$ cat config.mk
export PLATFORM = sky130hd
export DESIGN_NAME = tcr_setup
export DESIGN_NICKNAME = d
export VERILOG_FILES = /design/src/hw/rtl/tcr_pkg.sv /design/src/hw/rtl/tcr_setup.sv
export SDC_FILE = /design/constraint.sdc
export NUM_CORES = 2
export LEC_CHECK = 0
export BUFFER_PORTS_ARGS = -buffer_cell sky130_fd_sc_hd__buf_2
export CAP_MARGIN = 20
export CORE_ASPECT_RATIO = 1.1
export CORE_UTILIZATION = 45
export CTS_CLUSTER_DIAMETER = 40
export DETAILED_ROUTE_END_ITERATION = 7
export GPL_TIMING_DRIVEN = 1
export PLACE_DENSITY = 0.67
export SLEW_MARGIN = 0
export SYNTH_ARGS = -nofsm -noshare
export SYNTH_HDL_FRONTEND = slang
export SYNTH_SLANG_ARGS = --single-unit
$ cat constraint.sdc
create_clock -name clk_i -period 16.8 [get_ports clk_i]
set_clock_uncertainty 0.15 [all_clocks]
set_input_delay 0.84 -clock clk_i [delete_from_list [all_inputs] [get_ports clk_i]]
set_output_delay 0.84 -clock clk_i [all_outputs]
set_load 0.05 [all_outputs]
$ cat src/hw/rtl/tcr_pkg.sv
package tcr_pkg;

  localparam int unsigned MAX_WIDTH_DEF  = 256;
  localparam int unsigned MAX_HEIGHT_DEF = 256;

  localparam int unsigned VIN_W      = 19;  // signed Q3.16 vertex coordinate
  localparam int unsigned Q_FRAC     = 16;
  localparam int unsigned SIZE_W     = 9;   // width and height registers
  localparam int unsigned STEP_W     = 8;
  localparam int unsigned PIX_W      = 8;   // coverage value
  localparam int unsigned CFG_IDX_W  = 2;
  localparam int unsigned CFG_DATA_W = 9;
  localparam int unsigned DIM_W      = 13;  // holds any dimension limit up to 4096
  localparam int unsigned CW         = 13;  // scaled coordinate, signed
  localparam int unsigned PW         = 9;   // pixel coordinate inside the clipped box
  localparam int unsigned DW         = 14;  // coordinate difference, signed
  localparam int unsigned PRODW      = VIN_W + DW;
  localparam int unsigned EW         = 30;  // edge function value, signed
  localparam int unsigned CNT_W      = 17;
  localparam int unsigned RD_W       = 8;   // read_x / read_y

  localparam logic [CNT_W-1:0] CNT_MAX = '1;

  localparam logic [CFG_IDX_W-1:0] REG_WIDTH  = 2'd0;
  localparam logic [CFG_IDX_W-1:0] REG_HEIGHT = 2'd1;
  localparam logic [CFG_IDX_W-1:0] REG_STEP   = 2'd2;

  // clipped box and edge equations handed from triangle setup to the walker
  typedef struct packed {
    logic [PW-1:0]          x0;
    logic [PW-1:0]          x1;
    logic [PW-1:0]          y0;
    logic [PW-1:0]          y1;
    logic                   empty;
    logic [2:0][EW-1:0]     e_init;
    logic [2:0][DW-1:0]     ex_step;
    logic [2:0][DW-1:0]     ey_step;
  } walk_cfg_t;

endpackage

$ cat src/hw/rtl/tcr_setup.sv
module tcr_setup
  import tcr_pkg::*;
(
  input  logic                  clk_i,
  input  logic                  rst_ni,
  input  logic                  go_i,
  input  logic [5:0][VIN_W-1:0] vin_i,
  input  logic [SIZE_W-1:0]     w_i,
  input  logic [SIZE_W-1:0]     h_i,
  output logic                  done_o,
  output walk_cfg_t             cfg_o
);

  localparam logic [3:0] STEP_ORIENT_A = 4'd6;
  localparam logic [3:0] STEP_ORIENT_B = 4'd7;
  localparam logic [3:0] STEP_BOX      = 4'd8;
  localparam logic [3:0] STEP_EDGE     = 4'd9;
  localparam logic [3:0] STEP_LAST     = 4'd14;

  function automatic logic signed [DW-1:0] ext_c(input logic signed [CW-1:0] a);
    return {{(DW-CW){a[CW-1]}}, a};
  endfunction

  function automatic logic signed [DW-1:0] ext_u(input logic [SIZE_W-1:0] a);
    return {{(DW-SIZE_W){1'b0}}, a};
  endfunction

  function automatic logic signed [DW-1:0] ext_p(input logic [PW-1:0] a);
    return {{(DW-PW){1'b0}}, a};
  endfunction

  function automatic logic signed [VIN_W-1:0] ext_d(input logic signed [DW-1:0] a);
    return {{(VIN_W-DW){a[DW-1]}}, a};
  endfunction

  function automatic logic signed [CW-1:0] smin(input logic signed [CW-1:0] a,
                                                input logic signed [CW-1:0] b);
    return (a < b) ? a : b;
  endfunction

  function automatic logic signed [CW-1:0] smax(input logic signed [CW-1:0] a,
                                                input logic signed [CW-1:0] b);
    return (a > b) ? a : b;
  endfunction

  logic                  active_q;
  logic                  phase_q;
  logic [3:0]            step_q;
  logic                  done_q;
  logic [5:0][VIN_W-1:0] vin_q;
  logic signed [CW-1:0]  p0x_q, p0y_q, p1x_q, p1y_q, p2x_q, p2y_q;
  logic signed [PRODW-1:0] prod_q, acc_q;
  walk_cfg_t             cfg_q;

  logic [3:0]              e_off;
  logic [1:0]              ei;
  logic                    half;
  logic signed [CW-1:0]    ax, ay, bx, by;
  logic signed [DW-1:0]    dx, dy, ox, oy, d1x, d1y, d2x, d2y;
  logic signed [VIN_W-1:0] mul_a;
  logic signed [DW-1:0]    mul_b;
  logic signed [PRODW-1:0] prod_d, rnd;
  logic signed [CW-1:0]    scaled;
  logic signed [PRODW:0]   diff;
  logic signed [CW-1:0]    xmin, xmax, ymin, ymax;
  logic signed [DW-1:0]    lo_x, hi_x, lo_y, hi_y, wm1, hm1;

  always_comb begin
    e_off = step_q - STEP_EDGE;
    ei    = e_off[2:1];
    half  = e_off[0];

    // edge i runs from vertex (i+1)%3 to vertex (i+2)%3
    unique case (ei)
      2'd0: begin
        ax = p1x_q; ay = p1y_q; bx = p2x_q; by = p2y_q;
      end
      2'd1: begin
        ax = p2x_q; ay = p2y_q; bx = p0x_q; by = p0y_q;
      end
      default: begin
        ax = p0x_q; ay = p0y_q; bx = p1x_q; by = p1y_q;
      end
    endcase

    dx  = ext_c(bx) - ext_c(ax);
    dy  = ext_c(by) - ext_c(ay);
    ox  = ext_p(cfg_q.x0) - ext_c(ax);
    oy  = ext_p(cfg_q.y0) - ext_c(ay);
    d1x = ext_c(p1x_q) - ext_c(p0x_q);
    d1y = ext_c(p1y_q) - ext_c(p0y_q);
    d2x = ext_c(p2x_q) - ext_c(p0x_q);
    d2y = ext_c(p2y_q) - ext_c(p0y_q);

    priority if (step_q < STEP_ORIENT_A) begin
      mul_a = $signed(vin_q[step_q[2:0]]);
      mul_b = step_q[0] ? ext_u(h_i) : ext_u(w_i);
    end else if (step_q == STEP_ORIENT_A) begin
      mul_a = ext_d(d1x);
      mul_b = d2y;
    end else if (step_q == STEP_ORIENT_B) begin
      mul_a = ext_d(d1y);
      mul_b = d2x;
    end else if (step_q >= STEP_EDGE) begin
      mul_a = half ? ext_d(dy) : ext_d(dx);
      mul_b = half ? ox : oy;
    end else begin
      mul_a = '0;
      mul_b = '0;
    end

    prod_d = mul_a * mul_b;

    // divide by 65536 truncating toward zero
    rnd    = prod_q + (prod_q[PRODW-1] ? $signed({{(PRODW-Q_FRAC){1'b0}}, {Q_FRAC{1'b1}}})
                                       : $signed({PRODW{1'b0}}));
    scaled = rnd[Q_FRAC +: CW];
    diff   = {acc_q[PRODW-1], acc_q} - {prod_q[PRODW-1], prod_q};

    xmin = smin(smin(p0x_q, p1x_q), p2x_q);
    xmax = smax(smax(p0x_q, p1x_q), p2x_q);
    ymin = smin(smin(p0y_q, p1y_q), p2y_q);
    ymax = smax(smax(p0y_q, p1y_q), p2y_q);
    wm1  = ext_u(w_i) - DW'(1);
    hm1  = ext_u(h_i) - DW'(1);
    lo_x = xmin[CW-1] ? '0 : ext_c(xmin);
    lo_y = ymin[CW-1] ? '0 : ext_c(ymin);
    hi_x = (ext_c(xmax) > wm1) ? wm1 : ext_c(xmax);
    hi_y = (ext_c(ymax) > hm1) ? hm1 : ext_c(ymax);
  end

  always_ff @(posedge clk_i or negedge rst_ni) begin
    if (!rst_ni) begin
      active_q <= 1'b0;
      phase_q  <= 1'b0;
      step_q   <= '0;
      done_q   <= 1'b0;
    end else begin
      done_q <= 1'b0;
      if (go_i) begin
        active_q <= 1'b1;
        phase_q  <= 1'b0;
        step_q   <= '0;
      end else if (active_q) begin
        phase_q <= ~phase_q;
        if (phase_q) begin
          if (step_q == STEP_LAST) begin
            active_q <= 1'b0;
            done_q   <= 1'b1;
          end else begin
            step_q <= step_q + 4'd1;
          end
        end
      end
    end
  end

  always_ff @(posedge clk_i) begin
    if (go_i) begin
      vin_q <= vin_i;
    end
    if (active_q && !phase_q) begin
      prod_q <= prod_d;
    end
    if (active_q && phase_q) begin
      acc_q <= prod_q;
      priority if (step_q < STEP_ORIENT_A) begin
        unique case (step_q[2:0])
          3'd0:    p0x_q <= scaled;
          3'd1:    p0y_q <= scaled;
          3'd2:    p1x_q <= scaled;
          3'd3:    p1y_q <= scaled;
          3'd4:    p2x_q <= scaled;
          default: p2y_q <= scaled;
        endcase
      end else if (step_q == STEP_ORIENT_B) begin
        // clockwise winding: swap second and third vertex
        if (diff[PRODW]) begin
          p1x_q <= p2x_q;
          p1y_q <= p2y_q;
          p2x_q <= p1x_q;
          p2y_q <= p1y_q;
        end
      end else if (step_q == STEP_BOX) begin
        cfg_q.x0    <= lo_x[PW-1:0];
        cfg_q.x1    <= hi_x[PW-1:0];
        cfg_q.y0    <= lo_y[PW-1:0];
        cfg_q.y1    <= hi_y[PW-1:0];
        cfg_q.empty <= (lo_x > hi_x) || (lo_y > hi_y);
      end else if (step_q >= STEP_EDGE && half) begin
        cfg_q.e_init[ei]  <= diff[EW-1:0];
        cfg_q.ex_step[ei] <= -dy;
        cfg_q.ey_step[ei] <= dx;
      end else begin
        // first product of a pair only lands in acc_q
      end
    end
  end

  assign done_o = done_q;
  assign cfg_o  = cfg_q;

endmodule

**Word-level counts from Yosys, hierarchy flattened**

Cells that the tools add are included.
W data, S select, Z words.

- $add $sub $neg: 15
- Multiply operators: 1
- Order comparisons: 17
- Eq/ne operators: 14
- Mux-type cells: 67
- Bitwise operators: 4
- Reduce and logical (&&, ||, !) cells: 22

Operators with widths:

| cell | number |
|---|---|
| $mux W13 | 24 |
| $mux W19 | 6 |
| $mux W14 | 8 |
| $pmux W13 S2 | 4 |
| $bwmux W90 | 1 |
| $bwmux W42 | 2 |
| $sub A13 B13 Y14 | 6 |
| $demux W30 S2 | 1 |
| $bmux W19 S3 | 1 |
| $gt A13 B13 Y1 | 4 |
| $lt A13 B13 Y1 | 4 |
| $sub A33 B33 Y34 | 1 |
| $mul A19 B14 Y33 | 1 |
| $mux W30 | 1 |
| $add A29 B17 Y29 | 1 |
| $demux W14 S2 | 1 |
| $gt A13 B14 Y1 | 2 |
| $sub A10 B13 Y14 | 2 |
| $gt A13 B10 Y1 | 2 |
| $mux W12 | 2 |
| $reduce_and A4 Y1 | 5 |
| $sub A9 B1 Y10 const B | 2 |
| $mux W16 | 1 |
| $mux W4 | 4 |
| 28 further kinds | 54 |

- Flip-flop bits (word level): 476
- Input bits: 135
- Output and inout bits: 212
- Word-level logic and storage cells: 172

**Depth between registers and ports, before layout**

- Word-level depth: 10
- Gate-level depth with buffers: 50

**Worst setup path before layout**

OpenSTA, ideal clock, no wires.

- Path type: register to register
- Start point: register step_q[0]
- End point: register prod_q[30], data pin
- Library setup time: 0.259 ns
- Arrival: 11.023 ns
- Data required time: 16.391 ns
- Path slack: 5.368 ns
- Stages on the path, launching flop included: 47
- Clock period less this slack: 11.432 ns
- Path through: dfrtp_1 -> inv_1 -> clkbuf_1 -> buf_1 -> ha_1 -> buf_6 -> buf_2 -> buf_2 -> buf_2 -> buf_1 -> mux2i_1 -> nor2_1 -> a21oi_1 -> ha_1 -> inv_1 -> fa_1 -> nand2b_1 -> a31oi_1 -> [... 11 more ...] -> inv_1 -> fa_1 -> fa_1 -> fa_1 -> inv_1 -> fa_1 -> inv_1 -> ha_1 -> a21o_1 -> a21oi_1 -> o21ai_0 -> or3_1 -> a221oi_1 -> a211o_1 -> o2bb2ai_1 -> o2bb2a_1 -> nor2b_1 -> xnor2_1

- Cells in the longest elaborated chain, start to end: 10
- Elaborated cells on any way between the ends: 29
- Those cells by class: add/sub: 5; mul: 1; order compare: 2; eq/ne: 3; mux: 17; reduce/logical: 1

RTL lines:

| what | RTL line | text |
|---|---|---|
| from (decl) | tcr_setup.sv:48 | `logic [3:0] step_q;` |
| from (signal assigned) | tcr_setup.sv:151 | `step_q <= step_q + 4'd1;` |
| $sub A3 B1 Y3 | tcr_setup.sv:69 | `e_off = step_q - STEP_EDGE;` |
| $eq A2 B1 Y1 / $logic_not A2 Y1 (equally long branches) | tcr_setup.sv:74 | `unique case (ei)` |
| $pmux W13 S2 | tcr_setup.sv:74 |  |
| $sub A13 B13 Y14, or another cell as far along | tcr_setup.sv:86 | `dx = ext_c(bx) - ext_c(ax);` |
| $mux W19 / $mux W14 (equally long branches) | tcr_setup.sv:105, tcr_setup.sv:106 |  |
| $mux W19 / $mux W14 (equally long branches) | tcr_setup.sv:104 | `end else if (step_q >= STEP_EDGE) begin` |
| $mux W19 / $mux W14 (equally long branches) | tcr_setup.sv:101 | `end else if (step_q == STEP_ORIENT_B) begin` |
| $mux W19 / $mux W14 (equally long branches) | tcr_setup.sv:98 | `end else if (step_q == STEP_ORIENT_A) begin` |
| $mux W19 / $mux W14 (equally long branches) | tcr_setup.sv:95 | `priority if (step_q < STEP_ORIENT_A) begin` |
| $mul A19 B14 Y33 (*) | tcr_setup.sv:112 | `prod_d = mul_a * mul_b;` |
| named net prod_d[30] | tcr_setup.sv:62 | `logic signed [PRODW-1:0] prod_d, rnd;` |
| to (signal assigned) | tcr_setup.sv:163 | `prod_q <= prod_d;` |
| to (decl) | tcr_setup.sv:52 | `logic signed [PRODW-1:0] prod_q, acc_q;` |

Mark *: on every way through the listed nets, which the timed path passes. The rest lies on a longest branch. The select of a mux whose other input is x is not followed.
A chain may end at the register's enable or synchronous reset.

**Worst setup path in the final report**

- Start point: register step_q[0]
- End point: register prod_q[31], data pin

Same word-level chain as after synthesis.

==> impl_metrics.yaml <==
grt:
  grtUsageTotal_pct: 29.26
  grt_max_degree: 75
  grt_pass1_vias: 31240
  grt_first_pass_wirelength_um: 196200
  globalRouteOverflowTotal: 0
  antenna_found_initial: 8
sta:
  holdWs_ns: 0.2325
  timing.fmax_ghz: 0.08008
  setup_tns_ns: 0
  setup_viol: 0
  hold_viol_final: 0
  period_needed_ns: 12.49
  tightest_slew_ns: 1.121
  rsz0062_at_grt: "false"
  finalMaxSlewViolations: 0
  fin_crit_sh_pct: 74.33
  slew_headroom_pct: 25.24
yosys:
  synth_commonest_cells: "501 x inv_1, 469 x edfxtp_1, 314 x ha_1"
  syn_inst: 3870
  synthTopCellsByArea: "edfxtp_1 35%, fa_1 13%, ha_1 9.8%, inv_1 4.7%, a21oi_1 3.2%"
  yosys.cell_types.count: 107
  ys_ff_latch: 476
  syn-num-nets: 4584
  synth-seq-area-share_pct: 35.44
  synth_area_leader_cell: "edfxtp_1"
  avgSynthCellArea_um2: 10.40
  ys_warn_count: 0
  synth_flop_cell: "edfxtp_1"
  async_reset_ff_share_pct: 1.471
  synth_edf_count: 469
  netlist_area_mm2: 0.04024
  yosysTopAreaCellShare_pct: 35.00
  yosysMostFrequentCell: "inv_1"
layout:
  drive_above_1_share_pct: 16.72
  nets: 4916
  synthToLayoutAreaGrowth_pct: 13.82
  postLayoutCellArea_mm2: 0.04580
critical_path:
  setup.worst_path.start_class: "flop"
  slowest_delay_ns: 0.77
  cp_slowest_cell: "o21ai_0"
  cp.arrival_ns: 12.72
  crit_path_end_kind: "flop"
  critPathKind: "reg -> reg"
  required_ns: 17.03
  cp_common_cell: "fa_1"
  path_max_fanout: 59
placement:
  gp_congestion: 1.026
  placed_cell_area_mm2: 0.04330
  io_buffers: 346
  hpwl_um: 104200
floorplan:
  die_w_um: 287.1
  core-area_mm2: 0.08815
  rows: 114
  fp.dieH_um: 315.6
  die_area_mm2: 0.09062
  ioPinCount: 347
  start_util_pct: 45.65
routing:
  drtPass1Iterations: 8
  drtAntennaViolNets: 0
  vias: 31750
  routedWlPerCell_um: 24.44
  drt-initial-drc-count: 3173
  drt-total-wl_um: 132500
  avgViaCountPerCell: 5.857
  drc_errors: 0
cts:
  cts_tree: "done"
  clock_latency_ns: 0.64
  cts.sinks: 476
  cts.htree.levels: 3
  cts_buffers: 75
  clockBufferDepth: 3
  path_clk_slew_ns: 0.06
  cts_root_buffer: "clkbuf_16"
run:
  drv_cap: 0
pwr:
  vdd_drop_max_mv: 0.3694
  p_leak_nw: 19.74
  power_density_mw_per_mm2: 239.7
run_status:
  outcome: "completed"
hold_path:
  hp-class: "in -> reg"
==> power breakdown <==
| group | internal [mW] | switching (mW) |
|---|---|---|
| Clock | 0.911 | 0.622 |
| Combinational | 2.88 | 4.56 |
| Sequential | 1.89 | 0.113 |
==> metal layers <==
layer | vias to the layer above | global-route usage, % | wire [um] | part of all wire [%]
li1 | 14390 | - | - | -
met1 | 15600 | 38.29 | 53540 | 40
met2 | 1447 | 47.20 | 61780 | 47
met3 | 317 | 4.401 | 9817 | 7.4
met4 | 2 | 14.93 | 7363 | 5.6
met5 | - | 0 | 15 | 0.011
==> state kept, by name, summed over array words and instances, names as in the netlist <==
register / cells
p0y_q: 13
phase_q: 1
active_q: 1
done_o: 1
step_q: 4
p2y_q: 13
p1y_q: 13
p2x_q: 13
p1x_q: 13
acc_q: 33
prod_q: 33
vin_q: 114
cfg_o: 211
p0x_q: 13
==> kinds of logic after synthesis <==
kind of cell | synth area share (%)
simple gates | 10.91
compound gates | 14.88
buf+inv | 6.228
fa+ha+maj | 23.21
flops | 35.44
mux | 5.641
xor+xnor | 3.694
==> critical path, delay by kind of cell (launching register included) <==
| family | cells | cell delay, ns |
|---|---|---|
| and+or+nand+nor | 5 | 0.59 |
| xor gates and xnor gates | 1 | 0.33 |
| muxes | 1 | 0.27 |
| AOI/OAI and AO/OA | 14 | 4.26 |
| DFF | 1 | 0.74 |
| adders and majority gates | 10 | 4.66 |
| buffers and inverters | 7 | 1.14 |
==> path summary, 6_finish.rpt <==
| kind | end | slack (ns) | cells past startpoint | from |
|---|---|---|---|---|
| max in group asynchronous | step_q[0]$_DFFE_PN0P_ | 15.83 | 2 | rst_ni |
| min in group asynchronous | step_q[0]$_DFFE_PN0P_ | 0.49 | 2 | rst_ni |
| min reg2reg | acc_q[30]$_DFFE_PP_ | 0.31 | 0 | prod_q[30]$_DFFE_PP_ |
| min | vin_q[82]$_DFFE_PP_ | 0.23 | 1 | vin_i[82] |
| max reg2reg | prod_q[31]$_DFFE_PP_ | 4.31 | 38 | step_q[0]$_DFFE_PN0P_ |
| max | prod_q[31]$_DFFE_PP_ | 4.31 | 38 | step_q[0]$_DFFE_PN0P_ |
==> cell usage in the layout (no fill, tap or decap), types with 55 or more instances in the layout <==
cell type and count:
clkbuf_16 75, o21ai_0 138, nand2_1 233, buf_2 345, ha_1 312, a21oi_1 255, xor2_1 57, edfxtp_1 469
nor3_1 58, nand3_1 55, fa_1 265, inv_1 500, a21o_1 97, mux2_2 71, nor2_1 275, mux2i_1 103
nand2b_1 66, xnor2_1 110
==> timing repair <==
action / in CTS / in global routing
gates resized for setup: 0 / 0
buffers inserted: 0 / 0
hold buffers: 1 / 0
endpoints found under the setup margin: 0 / 0
endpoints found under the hold margin: 7 / 0
==> stage by stage <==
step / utilization [%] / total power [mW] / setup slack [ns] / cells
2_1_floorplan: - / 7.226 / 5.368 / 3870
4_1_cts: 51.93 / 10.97 / 4.475 / 5418
5_1_grt: 51.95 / 11.97 / 3.593 / 5421
3_5_place_dp: 49.12 / 9.372 / 4.517 / 5283
3_3_place_gp: 49.09 / 9.262 / 4.757 / 5282
6_report: 51.95 / 10.98 / 4.312 / 5421
==> layout make-up <==
cell class / instances / area [um^2]
diodes: 2 / 5.005
clock buffers: 81 / 1899
clock inverters: 53 / 571.8
fillers: 7963 / 42350
inverters: 501 / 1881
multi-input cells: 2754 / 23610
flip-flops and latches: 476 / 14260
well taps: 1160 / 1451
repair buffers: 394 / 2117
(Power assumes the default switching activity.)
