===== src/hw/rtl/tcr_pkg.sv =====
package tcr_pkg;

  localparam int unsigned MAX_WIDTH_DEF  = 256;
  localparam int unsigned MAX_HEIGHT_DEF = 256;

  localparam int unsigned VIN_W      = 19;  // signed Q3.16 vertex coordinate
  localparam int unsigned Q_FRAC     = 16;
  localparam int unsigned SIZE_W     = 9;   // width and height registers
  localparam int unsigned STEP_W     = 8;
  localparam int unsigned PIX_W      = 8;   // coverage value
  localparam int unsigned CFG_IDX_W  = 2;
  localparam int unsigned CFG_DATA_W = 9;
  localparam int unsigned DIM_W      = 13;  // holds any dimension limit up to 4096
  localparam int unsigned CW         = 13;  // scaled coordinate, signed
  localparam int unsigned PW         = 9;   // pixel coordinate inside the clipped box
  localparam int unsigned DW         = 14;  // coordinate difference, signed
  localparam int unsigned PRODW      = VIN_W + DW;
  localparam int unsigned EW         = 30;  // edge function value, signed
  localparam int unsigned CNT_W      = 17;
  localparam int unsigned RD_W       = 8;   // read_x / read_y

  localparam logic [CNT_W-1:0] CNT_MAX = '1;

  localparam logic [CFG_IDX_W-1:0] REG_WIDTH  = 2'd0;
  localparam logic [CFG_IDX_W-1:0] REG_HEIGHT = 2'd1;
  localparam logic [CFG_IDX_W-1:0] REG_STEP   = 2'd2;

  // clipped box and edge equations handed from triangle setup to the walker
  typedef struct packed {
    logic [PW-1:0]          x0;
    logic [PW-1:0]          x1;
    logic [PW-1:0]          y0;
    logic [PW-1:0]          y1;
    logic                   empty;
    logic [2:0][EW-1:0]     e_init;
    logic [2:0][DW-1:0]     ex_step;
    logic [2:0][DW-1:0]     ey_step;
  } walk_cfg_t;

endpackage


===== src/hw/rtl/tcr_walk.sv =====
module tcr_walk
  import tcr_pkg::*;
#(
  parameter int unsigned MAX_WIDTH = MAX_WIDTH_DEF,
  parameter int unsigned AW        = $clog2(MAX_WIDTH_DEF * MAX_HEIGHT_DEF)
) (
  input  logic              clk_i,
  input  logic              rst_ni,
  input  logic              go_i,
  input  walk_cfg_t         cfg_i,
  input  logic [STEP_W-1:0] step_i,
  output logic              rd_en_o,
  output logic [AW-1:0]     rd_addr_o,
  input  logic [PIX_W-1:0]  rd_data_i,
  output logic              wr_en_o,
  output logic [AW-1:0]     wr_addr_o,
  output logic [PIX_W-1:0]  wr_data_o,
  output logic              done_o,
  output logic [CNT_W-1:0]  count_o
);

  localparam logic [AW-1:0] ROW_STEP = AW'(MAX_WIDTH);

  typedef enum logic [2:0] {
    W_IDLE  = 3'b001,
    W_RUN   = 3'b010,
    W_DRAIN = 3'b100
  } walk_state_e;

  function automatic logic [EW-1:0] ext_e(input logic [DW-1:0] a);
    return {{(EW-DW){a[DW-1]}}, a};
  endfunction

  walk_state_e      state_q, state_d;
  logic [PW-1:0]    x_q, y_q;
  logic [AW-1:0]    addr_q, row_addr_q, pend_addr_q, start_addr;
  logic [EW-1:0]    e_q [3];
  logic [EW-1:0]    erow_q [3];
  logic [EW-1:0]    e_xn [3];
  logic [EW-1:0]    e_yn [3];
  logic [CNT_W-1:0] count_q;
  logic             pend_q;
  logic             hit, row_end, last;

  always_comb begin
    hit     = ~e_q[0][EW-1] & ~e_q[1][EW-1] & ~e_q[2][EW-1];
    row_end = (x_q == cfg_i.x1);
    last    = row_end && (y_q == cfg_i.y1);
    for (int i = 0; i < 3; i++) begin
      e_xn[i] = e_q[i] + ext_e(cfg_i.ex_step[i]);
      e_yn[i] = erow_q[i] + ext_e(cfg_i.ey_step[i]);
    end
    start_addr = AW'(cfg_i.y0) * ROW_STEP + AW'(cfg_i.x0);

    state_d = state_q;
    unique case (state_q)
      W_IDLE:  if (go_i) state_d = cfg_i.empty ? W_DRAIN : W_RUN;
      W_RUN:   if (last) state_d = W_DRAIN;
      W_DRAIN: state_d = W_IDLE;
      default: state_d = W_IDLE;
    endcase
  end

  always_ff @(posedge clk_i or negedge rst_ni) begin
    if (!rst_ni) begin
      state_q <= W_IDLE;
      pend_q  <= 1'b0;
    end else begin
      state_q <= state_d;
      pend_q  <= (state_q == W_RUN) && hit;
    end
  end

  always_ff @(posedge clk_i) begin
    if (state_q == W_IDLE && go_i) begin
      x_q        <= cfg_i.x0;
      y_q        <= cfg_i.y0;
      addr_q     <= start_addr;
      row_addr_q <= start_addr;
      count_q    <= '0;
      for (int i = 0; i < 3; i++) begin
        e_q[i]    <= cfg_i.e_init[i];
        erow_q[i] <= cfg_i.e_init[i];
      end
    end else if (state_q == W_RUN) begin
      pend_addr_q <= addr_q;
      if (hit && count_q != CNT_MAX) begin
        count_q <= count_q + CNT_W'(1);
      end
      if (row_end) begin
        x_q        <= cfg_i.x0;
        y_q        <= y_q + PW'(1);
        row_addr_q <= row_addr_q + ROW_STEP;
        addr_q     <= row_addr_q + ROW_STEP;
        for (int i = 0; i < 3; i++) begin
          erow_q[i] <= e_yn[i];
          e_q[i]    <= e_yn[i];
        end
      end else begin
        x_q    <= x_q + PW'(1);
        addr_q <= addr_q + AW'(1);
        for (int i = 0; i < 3; i++) begin
          e_q[i] <= e_xn[i];
        end
      end
    end
  end

  // read this pixel now, write it back next cycle; pixels of one draw never repeat
  assign rd_en_o   = (state_q == W_RUN) && hit;
  assign rd_addr_o = addr_q;
  assign wr_en_o   = pend_q;
  assign wr_addr_o = pend_addr_q;
  assign wr_data_o = rd_data_i + step_i;
  assign done_o    = (state_q == W_DRAIN);
  assign count_o   = count_q;

endmodule


===== config.mk =====
export PLATFORM = sky130hd
export DESIGN_NAME = tcr_walk
export DESIGN_NICKNAME = d
export VERILOG_FILES = /design/src/hw/rtl/tcr_pkg.sv /design/src/hw/rtl/tcr_walk.sv
export SDC_FILE = /design/constraint.sdc
export NUM_CORES = 1
export LEC_CHECK = 0
export BUFFER_PORTS_ARGS = -buffer_cell sky130_fd_sc_hd__buf_2
export CAP_MARGIN = 40
export CORE_ASPECT_RATIO = 1.1
export CORE_MARGIN = 4
export CORE_UTILIZATION = 54
export CTS_CLUSTER_DIAMETER = 120
export DETAILED_ROUTE_END_ITERATION = 8
export GPL_TIMING_DRIVEN = 0
export PLACE_DENSITY = 0.79
export SYNTH_ARGS = -nofsm -noshare
export SYNTH_HDL_FRONTEND = slang
export SYNTH_SLANG_ARGS = --single-unit

===== constraint.sdc =====
create_clock -name clk_i -period 6 [get_ports clk_i]
set_input_delay 0.6 -clock clk_i [delete_from_list [all_inputs] [get_ports clk_i]]
set_output_delay 0.6 -clock clk_i [all_outputs]
set_load 0.01 [all_outputs]

Word level (Yosys, flattened, before mapping)
Memories as Yosys holds them, arrays and structs flattened.
Cells that the tools add are included.
Widths: inputs -> output; s select.
- bits in registers: 87
- RAM bits: 180
- logic and storage cells: 91
- memories: 2
- $add $sub $neg: 13
- eq/ne operators: 8
- muxes and demuxes: 35
- bitwise gates (word level): 15
- reduce and logical (&&, ||, !) cells: 10
- memory list (name ; depth ; bits a word ; read ports ; clocked after memory_dff ; write ports ; RTL line ; text):
    e_q ; 3 ; 30 ; 3 ; 0 ; 3 ; tcr_walk.sv:37 ; logic [EW-1:0] e_q [3];
    erow_q ; 3 ; 30 ; 3 ; 0 ; 3 ; tcr_walk.sv:38 ; logic [EW-1:0] erow_q [3];
- operators by type and width (kind ; number):
    $mux 30 ; 9
    $add 30x30->30 ; 6
    $mux 16 ; 6
    $mux 9 ; 6
    $add 9x1->9 const B ; 2
    $eq 9x9->1 ; 2
    $add 17x1->17 const B ; 1
    $ne 17x17->1 const B ; 1
    $add 16x1->16 const B ; 1
    $add 16x9->16 ; 1
    $add 16x9->16 const B ; 1
    $mux 1 ; 10
    $mux 3 ; 3
    $or 1x1->1 ; 9
    $add 8x8->8 ; 1
    $reduce_and 2->1 ; 4
    $pmux 3 s2 ; 1
    $logic_and 1x1->1 ; 4
    $ne 2x2->1 const B ; 2
    $not 1->1 ; 4
    $reduce_bool 2->1 ; 2
    $eq 3x1->1 const B ; 1
    $eq 3x2->1 const B ; 1
    $eq 3x3->1 const B ; 1
    $and 1x1->1 ; 2

Depth between registers and ports, before layout
Gate-level depths: netlist of the first run.
- depth after elaboration: 7
- depth in mapped cells: 14
- mapped depth without buffers: 13

Worst setup path after synthesis of the first run
No wires, ideal clock.
- path kind: input -> register
- start point: in cfg_i[196] (netlist bit)
- end point: mem erow_q[0][0], enable pin
- library setup time: 0.539 ns
- arrival: 5.527 ns
- setup slack: -0.066 ns
- stages on the path: 7
- path buffers: 2
- cells stage by stage: xor2_1 -> nor4_1 -> and4_1 -> buf_2 -> nor2_1 -> clkbuf_1 -> nor2_1
- RTL lines (item ; RTL line ; text):
    start, declared ; tcr_walk.sv:10 ; input walk_cfg_t cfg_i,
    end, declared ; tcr_walk.sv:38 ;

==> reports/metrics.yaml, run 1 <==
cts:
  cts_resized: 0
  htreeDepth: 1
  clock_latency_ns: 0.58
  root_buffer: "clkbuf_16"
  cts_tree: "built"
  cts_buffer_depth: 3
  cts_sinks: 267
  cts_hold_buffers: 1
  post_cts_buffers: 0
  numCtsBuffers: 31
  clk_pin_slew_worst_paths_ns: 0.06
synthesis:
  synth_cell_types: 82
  synth_edf_count: 246
  synth_area_um2: 20890
  synthCells: 2299
  synth_seq_area_share_pct: 37.49
  synth-async-reset-ratio_pct: 1.498
  synthFlopType: "edfxtp_1"
  synth_warnings: 0
  syn_nets: 2725
  ys_ff_latch: 267
  synth.avg_cell_area_um2: 9.084
grt:
  grt_pass1_vias: 19270
  grt_overflow: 0
  grt_pass1_wl_um: 101100
  grt_antenna_before_repair: 10
  grt_max_degree: 77
  groute.usage.overall_pct: 29.54
cells_and_area:
  nets: 3067
  multi_input_area_um2: 12540
  final_cell_mix: "331 x nand2_1, 295 x buf_2, 246 x edfxtp_1, 195 x a21oi_1, 189 x ha_1"
  fillers: 3196
  final_common_cell: "nand2_1"
  area_delta_synth_final_pct: 16.50
  drive_gt1_share_pct: 15.79
  seqCellArea_um2: 7829
placed_design:
  dp_slack_ns: 2.050
  dp_hpwl_um: 49750
  io_buffers: 289
  place_congestion: 0.9279
worst_hold_path:
  hp-class: "in2reg"
power:
  power.total_w: 0.008989
  powerDensity_nw_per_um2: 369.4
  p_leak_nw: 10.52
  peakVddDrop_mv: 0.3487
timing:
  worst_slew_pin_slew_ns: 0.9071
  finalWorstSetupSlack_ns: 2.296
  rsz0062_at_grt: "no"
  period_share_pct: 61.74
  slew_headroom_pct: 39.52
  fin_crit_ns: 3.704
  setup_viol: 0
  final_max_slew_viol_count: 0
  final_hold_viol_count: 0
  finClkSkew_ns: 0.02057
  fmax_ghz: 0.2700
worst_setup_path:
  worst_setup_path_end_kind: "flip-flop"
  path_max_fanout: 4
  arrival_ns: 4.10
  startpoint_type: "flip-flop"
  worst-path-buf-inv: 0
  critPathKind: "reg2reg"
  cp_top_family: "compound AO/OA/AOI/OAI gates"
  crit_chain: "ha_1 -> fa_1 -> a211oi_1 -> o21ai_1 -> a41oi_1 -> o211ai_1 -> a41oi_1 -> o32ai_1 -> a21oi_1 -> xnor2_1 -> nor3_1 -> a211oi_1"
  worst_ep_required_time_ns: 6.39
  crit_slowest_cell: "a41oi_1"
  slowest_delay_ns: 0.50
detailed_routing:
  ant_nets: 0
  viasPerCell: 6.138
  routed_wl_um: 65160
  met2_length_um: 29520
  first_iter_violations: 1421
  vias: 19450
  top_layer_used: "met5"
  met1Wirelength_um: 26400
  drcViolationCount: 0
  wl_per_cell_um: 20.56
  dr.pass1.iters: 6
  met3WireLength_um: 5605
status:
  outcome: "finished, final reports clean"
die:
  pin_count: 290
  dieHeight_um: 214.3
  dieArea_um2: 41890
  die_x_um: 195.5
  coreArea_um2: 38190
  core.rowCount: 75
  start_util_pct: 54.68
flow_run:
  drv_cap: 0
[report_power, final]
group,switching (W),internal (W)
sequential,0.000269,0.00270
clock,0.000819,0.00119
combinational,0.00239,0.00162
[per-stage QoR]
step / std cells / TNS, ns / utilization [%] / hold slack [ns] / area [µm²]
finish: 3169 / 0 / 63.71 / 0.3014 / 24330
global route: 3167 / 0 / 63.70 / 0.3081 / 24330
CTS: 3165 / 0 / 63.66 / 0.2859 / 24310
detailed placement: 3106 / 0 / 60.83 / 0.4144 / 23230
global placement: 3088 / -44.27 / 60.11 / 0.4082 / 22960
floorplan: 2299 / 0 / - / 0.3044 / 20890
[cells in the mapped netlist (24+ instances only)]
library cell  count  area (µm²)
ha_1            189        2365
nor3_1           26       130.1
a21oi_1         195       975.9
and3_1           24       150.1
nand3_1          65       325.3
xor2_1          104       910.9
nand2_1         331        1242
edfxtp_1        246        7387
inv_1            59       221.5
clkbuf_1         61       229.0
o21a_1           29       217.7
nand4_1          24       150.1
o21bai_1         25       187.7
a21o_1          100       750.7
o21ai_0         165       825.8
a31oi_1          26       162.7
nor2_1          183       686.9
xnor2_1         117        1025
[state kept, by name, indices dropped and copies added (netlist names)]
signal      count
e_q            90
count_o        17
wr_en_o         1
erow_q         90
state_q         3
row_addr_q     16
y_q             9
rd_addr_o      16
wr_addr_o      16
x_q             9
[routing by layer]
metal / global-route usage (%) / vias up
li1: - / 9154
met1: 38.65 / 9089
met2: 47.97 / 993
met3: 4.714 / 199
met4: 14.13 / 16
met5: 0 / -
[final cells by class]
| class | instances | share of cell area, % |
|---|---|---|
| Antenna cell | 3 | 0.03085 |
| Tap cell | 500 | 2.571 |
| Timing Repair Buffer | 309 | 7.106 |
| Buffer | 75 | 1.265 |
| Clock inverter | 11 | 0.5965 |
| Sequential cell | 267 | 32.17 |
| Clock buffer | 47 | 3.805 |
| Multi-Input combinational cell | 1898 | 51.52 |
| Inverter | 59 | 0.9307 |
[path summary, 6_finish.rpt]
| path | startpoint | to | slack (ns) | cells past startpoint |
|---|---|---|---|---|
| setup / recovery | erow_q[0][60] | e_q[0][88] | 2.30 | 12 |
| hold / removal | cfg_i[138] | erow_q[0][54] | 0.30 | 3 |
| setup reg to reg | erow_q[0][60] | e_q[0][88] | 2.30 | 12 |
| hold reg to reg | state_q[2] | state_q[1] | 0.50 | 1 |
| max in group asynchronous | rst_ni | state_q[0] | 5.41 | 2 |
| min in group asynchronous | rst_ni | wr_en_o | 0.39 | 2 |
[worst min-delay path: stages]
cell,delay [ns]
buf_2,0.08
nand2_1,0.04
nand2_1,0.05
[cells by family after synthesis]
family	after synthesis	share of synthesized area [%]
adder cells (fa/ha/maj)	196	11.99
AO/OA/AOI/OAI	686	20.78
XOR/XNOR	221	9.268
buffers and inverters	134	2.528
AND/OR/NAND/NOR	765	16.43
flip-flops	267	37.49
multiplexers	30	1.516
No activity file was read; power rests on OpenSTA's default activity.
==> run 2, diff against run 1 <==
--- a/config.mk
+++ b/config.mk
@@ -13,7 +13,7 @@
 export CTS_CLUSTER_DIAMETER = 120
 export DETAILED_ROUTE_END_ITERATION = 8
 export GPL_TIMING_DRIVEN = 0
-export PLACE_DENSITY = 0.79
+export PLACE_DENSITY = 0.76
 export SYNTH_ARGS = -nofsm -noshare
 export SYNTH_HDL_FRONTEND = slang
 export SYNTH_SLANG_ARGS = --single-unit
==> constraint.sdc (replaced) <==
create_clock -name clk_i -period 3.81 [get_ports clk_i]
set_input_delay 0.381 -clock clk_i [delete_from_list [all_inputs] [get_ports clk_i]]
set_output_delay 0.381 -clock clk_i [all_outputs]
set_load 0.01 [all_outputs]
==> reports/metrics.yaml, run 2 (same netlist as run 1, synthesis figures left out) <==
worst_setup_path:
  critPathKind: "reg2reg"
  worst_ep_required_time_ns: 4.22  # -2.17 ns
  startpoint_type: "flip-flop"
  worst_setup_path_end_kind: "flip-flop"
  path_max_fanout: 4  # unchanged
  arrival_ns: 4.12  # +0.02 ns
detailed_routing:
  drcViolationCount: 0  # unchanged
  vias: 19370  # -0.44%
  dr.pass1.iters: 6  # unchanged
  routed_wl_um: 65560  # +0.62%
  first_iter_violations: 1535  # +8.0%
  ant_nets: 0  # unchanged
  wl_per_cell_um: 20.68  # +0.59%
  viasPerCell: 6.109  # -0.47%
cells_and_area:
  nets: 3070  # +0.098%
  fin_area_um2: 24360  # +0.13%
  seqCellArea_um2: 7829  # unchanged
  area_delta_synth_final_pct: 16.65
  fillers: 3239  # +1.3%
  stdcell_count: 3170  # +0.032%
  final_common_cell: "nand2_1"
  drive_gt1_share_pct: 16.00  # +0.21 points
  final_cell_mix: "331 x nand2_1, 295 x buf_2, 246 x edfxtp_1, 195 x a21oi_1, 189 x ha_1"
  multi_input_area_um2: 12550  # about the same
timing:
  hold-worst-slack_ns: 0.08734  # -0.2140 ns
  period_share_pct: 97.41  # +36 points
  worst_slew_pin_slew_ns: 0.9392  # +0.03206 ns
  final_hold_viol_count: 0  # unchanged
  setup_tns_ns: 0  # unchanged
  fin_crit_ns: 3.711  # +0.007024 ns
  fmax_ghz: 0.2694  # -0.19%
  finalWorstSetupSlack_ns: 0.09870  # -2.197 ns
  setup_viol: 0  # unchanged
  final_max_slew_viol_count: 0  # unchanged
  finClkSkew_ns: 0.02085  # +0.0002814 ns
  slew_headroom_pct: 37.39  # -2.1 points
die:
  core.rowCount: 75  # unchanged
  coreArea_um2: 38190  # unchanged
  dieArea_um2: 41890  # unchanged
  start_util_pct: 54.68  # unchanged
  die_x_um: 195.5  # unchanged
  dieHeight_um: 214.3  # unchanged
  pin_count: 290  # unchanged
placed_design:
  dp_slack_ns: -0.03296  # -2.083 ns
  placedCellCount: 3110  # +0.13%
  placed_cell_area_um2: 23280  # +0.21%
  place_congestion: 0.9301  # +0.24%
  io_buffers: 289  # unchanged
  dp_hpwl_um: 49880  # +0.25%
worst_hold_path:
  hp-class: "in2reg"
grt:
  groute.usage.overall_pct: 29.85  # +0.31 points
  grt_max_degree: 34  # -56%
  grt_pass1_vias: 19020  # -1.3%
  grt_pass1_wl_um: 101400  # +0.33%
  grt_antenna_before_repair: 12  # +2
  grt_overflow: 0  # unchanged
cts:
  cts_sinks: 267  # unchanged
  cts_buffer_depth: 3  # unchanged
  root_buffer: "clkbuf_16"
  clk_pin_slew_worst_paths_ns: 0.07  # about the same
  htreeDepth: 1  # unchanged
  clock_latency_ns: 0.59  # about the same
  cts_tree: "built"
  numCtsBuffers: 31  # unchanged
status:
  outcome: "finished, final reports clean"
power:
  p_leak_nw: 10.51  # about the same
  peakVddDrop_mv: 0.4882  # +40%
  powerDensity_nw_per_um2: 583.1  # +58%
flow_run:
  drv_cap: 0  # unchanged
==> run 2: power breakdown <==
part | switching (W) | internal (W) | total, W
logic | 0.00382 | 0.00257 | 0.00639
registers | 0.000430 | 0.00425 | 0.00468
clock network | 0.00131 | 0.00182 | 0.00314
==> run 2: path summary, 6_finish.rpt <==
kind / from / to / slack, ns / cells after the start
max in group asynchronous: rst_ni / state_q[0] / 3.45 / 2
min in group asynchronous: rst_ni / wr_en_o / 0.15 / 2
worst min register to register: count_o[10] / count_o[10] / 0.50 / 2
worst max register to register: erow_q[0][60] / e_q[0][82] / 0.1 / 12
worst max-delay path: erow_q[0][60] / e_q[0][82] / 0.1 / 12
worst min-delay path: cfg_i[172] / erow_q[0][88] / 0.09 / 3
==> run 2: per-stage QoR <==
stage / utilization, % / total power, W
2_1_floorplan: - / 0.009176
5_1_grt: 63.78 / 0.01505
6_report: 63.79 / 0.01421
3_3_place_gp: 60.14 / 0.01070
3_5_place_dp: 60.96 / 0.01098
4_1_cts: 63.76 / 0.01414
==> run 2: layer usage <==
layer	up-vias	wire length [µm]	global-route usage, %
li1	9149	-	-
met1	9060	26510	38.95
met2	925	30170	49.40
met3	209	5685	5.091
met4	22	3058	12.17
met5	-	138	0
==> run 2: area by class of cell <==
type | instances | share of cell area [%]
Antenna cell | 2 | 0.02054
Buffer | 75 | 1.263
Clock buffer | 41 | 3.764
Clock inverter | 16 | 0.5855
Inverter | 59 | 0.9244
Multi-Input combinational cell | 1898 | 51.49
Sequential cell | 267 | 32.13
Tap cell | 500 | 2.568
Timing Repair Buffer | 312 | 7.246
==> run 2: what timing repair did <==
action / 4_1_cts / 5_1_grt
hold buffers: 1 / 0
hold endpoints to repair: 4 / 0
gates resized for setup: 0 / 1
setup endpoints to repair: 0 / 3
buffers inserted: 0 / 0
==> run 2: critical path, cell delays in order, from the launching register on <==
cell	delay [ns]
edfxtp_1	0.37
ha_1	0.22
fa_1	0.44
a211oi_1	0.37
o21ai_1	0.16
a41oi_1	0.40
o211ai_1	0.23
a41oi_2	0.38
o21ai_0	0.17
xnor2_1	0.14
o21ai_0	0.31
nor2_1	0.11
a21oi_1	0.21
